$ cat config.mk
export PLATFORM = sky130hd
export DESIGN_NAME = sbsl_ram
export DESIGN_NICKNAME = d
export VERILOG_FILES = /design/src/sv/sbsl_ram.sv
export SDC_FILE = /design/constraint.sdc
export NUM_CORES = 1
export LEC_CHECK = 0
export ABC_AREA = 0
export BUFFER_PORTS_ARGS = -buffer_cell sky130_fd_sc_hd__buf_4
export CAP_MARGIN = 0
export CORE_MARGIN = 3
export CORE_UTILIZATION = 55
export CTS_BUF_LIST = sky130_fd_sc_hd__clkbuf_4
export CTS_CLUSTER_DIAMETER = 120
export DETAILED_ROUTE_END_ITERATION = 8
export HOLD_SLACK_MARGIN = 0.12
export PLACE_DENSITY = 0.76
export SLEW_MARGIN = 10
export SYNTH_ARGS = -nofsm -noshare
export SYNTH_HDL_FRONTEND = slang
export SYNTH_SLANG_ARGS = --single-unit
$ cat constraint.sdc
create_clock -name clk_i -period 1.7 [get_ports clk_i]
set_input_delay 0.34 -clock clk_i [delete_from_list [all_inputs] [get_ports clk_i]]
set_output_delay 0.34 -clock clk_i [all_outputs]
set_load 0.02 [all_outputs]
$ cat src/sv/sbsl_ram.sv
// Generic single-write, single-read RAM with registered read data.
// Standalone; no package needed.
`default_nettype none

module sbsl_ram #(
  parameter int unsigned WIDTH = 8,
  parameter int unsigned DEPTH = 16,
  localparam int unsigned AW = (DEPTH > 1) ? $clog2(DEPTH) : 1
) (
  input  wire logic             clk_i,
  input  wire logic             wr_en_i,
  input  wire logic [AW-1:0]    wr_addr_i,
  input  wire logic [WIDTH-1:0] wr_data_i,
  input  wire logic             rd_en_i,
  input  wire logic [AW-1:0]    rd_addr_i,
  output logic      [WIDTH-1:0] rd_data_o
);

  logic [WIDTH-1:0] mem_q [DEPTH];

  // Write port
  always_ff @(posedge clk_i) begin
    if (wr_en_i) begin
      mem_q[wr_addr_i] <= wr_data_i;
    end
  end

  // Registered read port; data holds while no read is issued
  always_ff @(posedge clk_i) begin
    if (rd_en_i) begin
      rd_data_o <= mem_q[rd_addr_i];
    end
  end

endmodule

`default_nettype wire

==> results of run 1 <==
cells by family after synthesis:
logic type | count (synthesis)
flops | 136
simple gates | 35
mux | 32
compound gates | 16
buf+inv | 10
registers in the layout (all words and copies together), names as in the netlist:
signal / count
mem_q: 128
rd_data_o: 8
power by group through the flow:
stage / Sequential (W) / Combinational (W) / Clock, W
finish: 0.00379 / 0.000424 / 0.00166
global route: 0.00380 / 0.000457 / 0.00188
CTS: 0.00379 / 0.000427 / 0.00170
detailed placement: 0.00387 / 0.000412 / 0
global placement: 0.00386 / 0.000401 / 0
floorplan: 0.00388 / 0.000191 / 0
area by class of cell:
type / count / area [um2] / share of cell area, %
clock inverter: 14 / 86.33 / 1.417
tap: 126 / 157.7 / 2.587
antenna: 1 / 2.502 / 0.04107
timing repair buffer: 64 / 565.5 / 9.281
sequential: 136 / 4084 / 67.02
multi-input combinational: 83 / 1062 / 17.43
clock buffer: 18 / 135.1 / 2.218
timing repair:
item / CTS / global route
endpoints found under the hold margin: 116 / 7
buffers inserted: 0 / 0
hold buffers: 8 / 1
cells in the final DEF (no fill, tap or decap), drive strengths merged, types with 4 or more instances in the layout:
cell type      n
a22oi         16
buf           55
clkbuf        18
clkinv         9
clkinvlp       5
dlygate4sd3    9
edfxtp       136
mux4          32
nand2          9
nor2          13
nor3           4
per-stage QoR:
step / total power [W] / instances / TNS [ns]
after detailed placement: 0.004280 / 400 / -0.9745
after CTS: 0.005916 / 440 / 0
after floorplan: 0.004074 / 229 / 0
final: 0.005877 / 442 / 0
after global placement: 0.004265 / 400 / -0.9229
after global routing: 0.006133 / 442 / 0
critical path: cells and delay by family (launching register included):
kind | cells | cell delay (ns)
mux | 1 | 0.52
flops | 1 | 0.41
compound gates | 1 | 0.21
simple gates | 1 | 0.10
path summary, 6_finish.rpt:
| path | startpoint | endpoint | slack, ns | cells past startpoint |
|---|---|---|---|---|
| setup / recovery | mem_q[0][1]$_DFFE_PP_ | rd_data_o[1]$_DFFE_PP_ | 0.20 | 3 |
| hold / removal | wr_addr_i[0] | mem_q[0][1]$_DFFE_PP_ | 0.31 | 3 |
| setup reg to reg | mem_q[0][1]$_DFFE_PP_ | rd_data_o[1]$_DFFE_PP_ | 0.20 | 3 |
| hold reg to reg | mem_q[14][0]$_DFFE_PP_ | rd_data_o[0]$_DFFE_PP_ | 0.77 | 3 |
layer usage:
layer	track usage [%]	routed length, um	vias to the layer above
li1	-	-	1133
met1	29.82	4184	1317
met2	32.11	4828	114
met3	6.036	625	21
met4	9.363	192	0
met5	0	0	-
==> impl_metrics.py, run 1 <==
metrics = {
    "critical_path": {
        "cp.required_ns": 1.97,
        "crit_type": "reg2reg",
        "slowest_stage": "mux4_1",
        "max_stage_delay_ns": 0.52,
        "worstSetupEndpointType": "flip-flop",
        "arrival_ns": 1.77,
        "worstPathMaxFanout": 1,
        "cp_cell_sequence": "mux4_1 -> a22oi_1 -> nand2_1",
        "start_kind": "flip-flop",
    },
    "yosys": {
        "synth_nets": 248,
        "ys_ff_latch": 136,
        "synth_fa_ha_area_share_pct": 0,
        "synth_common_cells": "136 x edfxtp_1, 18 x mux4_2, 16 x a22oi_1, 14 x mux4_1, 13 x nor2_1",
        "synth_compound_area_share_pct": 2.298,
        "synthSimpleGateAreaFrac_pct": 3.135,
        "synth_top_family_by_area": "multiplexers",
        "syn_area_um2": 5228,
        "ys.flop_type": "edfxtp_1",
        "ys_types": 18,
        "yosysMostFrequentCell": "edfxtp_1",
        "yosysWarnings": 0,
        "netlist_instances": 229,
        "yosysTopAreaCellShare_pct": 78.12,
        "async_flop_share_pct": 0,
        "seq_area_frac_synth_pct": 78.12,
        "synth_top_cell_by_area": "edfxtp_1",
        "synth_edf_count": 136,
        "yosys.area_share.xor_xnor_pct": 0,
        "synthMuxAreaShare_pct": 14.79,
        "synth.avg_cell_area_um2": 22.83,
        "ys_top_cells_by_area": "edfxtp_1 78%, mux4_2 7.8%, mux4_1 7.0%",
    },
    "sta": {
        "setup_viol": 0,
        "worst_pin_slew_ns": 0.6923,
        "finalHoldViolCount": 0,
        "fin_skew_ns": 0.01245,
        "grt_setup_unrepaired": "no",
        "clock.fmax_ghz": 0.6654,
        "slew_headroom_pct": 53.68,
        "period_needed_ns": 1.503,
        "setup_ws_ns": 0.1972,
        "drv_slew": 0,
        "fin_crit_sh_pct": 88.40,
        "hold-worst-slack_ns": 0.3106,
    },
    "power": {
        "p_clk_share_pct": 28.3,
        "p_leak_nw": 2.057,
        "swShare_pct": 22.73,
        "p_comb_share_pct": 7.2,
        "pwr-share-seq_pct": 64.5,
        "p_sw_w": 0.001336,
        "p_int_w": 0.004542,
        "peakVddDrop_mv": 0.4919,
        "powerDensity_nw_per_um2": 964.5,
    },
    "global_routing": {
        "antenna_found_initial": 1,
        "grt_max_degree": 17,
        "first_global_vias": 2681,
        "overflow": 0,
        "grt_pass1_wl_um": 15490,
        "grt_usage_pct": 21.37,
    },
    "drt": {
        "totalWireLength_um": 9830,
        "drt_iter0_drc": 205,
        "drc": 0,
        "via_per_inst": 5.848,
        "antenna_left": 0,
        "vias": 2585,
        "drt_first_pass_iters": 5,
        "routedWlPerCell_um": 22.24,
    },
    "final_layout": {
        "nFillCells": 562,
        "synthToLayoutAreaGrowth_pct": 16.56,
        "drive_gt1_share_pct": 33.02,
        "fin_nets": 321,
        "fin_area_um2": 6093,
        "final_core_util_pct": 67.88,
    },
    "run": {
        "cap_violations": 0,
    },
    "clocking": {
        "ctsHtreeMaxLevel": 4,
        "path_clk_slew_ns": 0.12,
        "cts.path.max_buffers": 2,
        "numCtsBuffers": 17,
        "insertion_delay_ns": 0.51,
        "cts_sinks": 136,
        "post_cts_resized": 0,
        "cts-root-buf": "clkbuf_4",
        "cts_tree": "yes",
    },
    "die": {
        "dieArea_um2": 10710,
        "die_h_um": 103.5,
        "ioPinCount": 27,
        "core_area_um2": 8976,
        "rows": 34,
        "start_util_pct": 58.24,
        "die_w_um": 103.5,
    },
    "place": {
        "dp_hpwl_um": 6542,
        "dpl_worst_slack_ns": -0.1684,
        "gp_congestion": 0.7847,
        "dpl_cell_area_um2": 5779,
        "io_buffer_count": 26,
    },
    "min_path": {
        "holdCritPathClass": "in2reg",
    },
    "status": {
        "status": "finished clean",
    },
}
Note: power is estimated with default switching activity, not from simulation.
==> run 2: changes to the inputs <==
Settings changed: PLACE_DENSITY 0.76 to 0.73, SLEW_MARGIN 10 to default.
Clock period 1.7 ns to 1.85 ns, I/O delays scaled along.
==> impl_metrics.py, run 2 (same netlist as run 1, synthesis figures left out) <==
metrics = {
    "status": {
        "status": "finished clean",
    },
    "critical_path": {
        "arrival_ns": 1.13,
        "start_kind": "flip-flop",
        "crit_type": "reg2out",
        "worstPathMaxFanout": 1,
        "worstSetupEndpointType": "output port",
        "slowest_stage": "edfxtp_1",
        "critPathLaunch": "rd_data_o[6]$_DFFE_PP_",
        "cp.required_ns": 1.48,
        "max_stage_delay_ns": 0.45,
        "r2r-start": "mem_q[5][1]$_DFFE_PP_",
        "cp.buffers_inverters": 1,
        "critical_path.top_delay_family": "flip-flops",
        "cp_cell_sequence": "buf_4",
    },
    "final_layout": {
        "synthToLayoutAreaGrowth_pct": 14.72,
        "final_common_cell": "edfxtp_1",
        "fin_nets": 307,
        "top_register": "mem_q",
        "drive_gt1_share_pct": 32.89,
        "largestRegisters": "mem_q x128, rd_data_o x8",
        "final_cell_mix": "136 x edfxtp_1, 46 x buf_4, 18 x mux4_2, 18 x clkbuf_4, 16 x a22oi_1",
        "largest_register_ffs": 128,
        "final_cells": 427,
        "n_antenna_cell": 0,
    },
    "power": {
        "p_int_w": 0.004432,
        "p_leak_nw": 2.009,
        "p_total_w": 0.005642,
        "swShare_pct": 21.45,
        "p_sw_w": 0.001210,
        "pwr-share-seq_pct": 61.8,
        "peakVddDrop_mv": 0.5834,
        "p_comb_share_pct": 6.4,
        "p_clk_share_pct": 31.8,
        "powerDensity_nw_per_um2": 940.8,
    },
    "place": {
        "dp_cells": 395,
        "dpl_worst_slack_ns": -0.02687,
        "dp_hpwl_um": 6432,
        "gp_congestion": 0.7588,
        "io_buffer_count": 26,
    },
    "die": {
        "dieArea_um2": 10710,
        "core_area_um2": 8976,
        "rows": 34,
        "die_h_um": 103.5,
        "die_w_um": 103.5,
        "ioPinCount": 27,
        "start_util_pct": 58.24,
    },
    "sta": {
        "grt_setup_unrepaired": "no",
        "clock.fmax_ghz": 0.6688,
        "fin_tns_setup_ns": 0,
        "finalHoldViolCount": 0,
        "slew_headroom_pct": 73.90,
        "fin_crit_sh_pct": 80.82,
        "setup_viol": 0,
        "fin_skew_ns": 0.01053,
        "worst_pin_slew_ns": 0.3916,
        "period_needed_ns": 1.495,
        "drv_slew": 0,
        "setup_ws_ns": 0.3548,
    },
    "global_routing": {
        "antenna_found_initial": 0,
        "first_global_vias": 2614,
        "grt_pass1_wl_um": 15090,
        "overflow": 0,
        "grt_usage_pct": 20.47,
        "grt_max_degree": 17,
    },
    "clocking": {
        "numCtsBuffers": 17,
        "insertion_delay_ns": 0.49,
        "post_cts_resized": 0,
        "cts.path.max_buffers": 2,
        "cts_sinks": 136,
        "cts_tree": "yes",
        "post-cts-setup-buffers": 0,
        "ctsHtreeMaxLevel": 4,
        "cts_hold_buffers": 0,
        "path_clk_slew_ns": 0.11,
        "cts-root-buf": "clkbuf_4",
    },
    "drt": {
        "drt_first_pass_iters": 4,
        "drc": 0,
        "antenna_left": 0,
        "routedWlPerCell_um": 22.12,
        "totalWireLength_um": 9446,
        "vias": 2454,
        "drt_iter0_drc": 141,
        "via_per_inst": 5.747,
    },
    "min_path": {
        "min-delay-start": "wr_data_i[7]",
        "holdCritPathClass": "in2reg",
    },
    "run": {
        "cap_violations": 0,
    },
}
[run 2: layer usage]
layer | vias to the layer above | share of wire (%) | global-route usage [%]
li1 | 1100 | - | -
met1 | 1242 | 41 | 29.32
met2 | 106 | 50 | 31.91
met3 | 6 | 8.3 | 4.695
met4 | 0 | 0.76 | 6.673
met5 | - | 0 | 0
[run 2: final cells by class]
class | instances | area [um2]
clock buffers | 18 | 135.1
clock inverters | 14 | 132.6
fillers | 575 | 2979
multi-input cells | 83 | 1062
flip-flops and latches | 136 | 4084
well taps | 126 | 157.7
repair buffers | 50 | 425.4
[run 2: metrics by stage]
step                hold WS [ns]  cell area (um2)  util [%]
detailed placement        0.6813             5729     63.83
CTS                       0.1315             5997     66.81
finish                    0.1729             5997     66.81
global route              0.1306             5997     66.81
global placement          0.6705             5729     63.83
floorplan                 0.4689             5233         -
[run 2: final timing paths]
path / endpoint / slack, ns / depth (start not counted)
hold reg to reg: rd_data_o[2]$_DFFE_PP_ / 0.76 / 3
hold / removal: mem_q[1][7]$_DFFE_PP_ / 0.17 / 1
setup reg to reg: rd_data_o[1]$_DFFE_PP_ / 0.36 / 3
setup / recovery: rd_data_o[6] / 0.35 / 1
[run 2: power by group through the flow]
stage	sequential, W	combinational (W)	clock (W)
after CTS	0.00349	0.000369	0.00184
after detailed placement	0.00356	0.000370	0
after global routing	0.00349	0.000396	0.00199
after floorplan	0.00357	0.000175	0
final	0.00348	0.000362	0.00180
after global placement	0.00355	0.000361	0
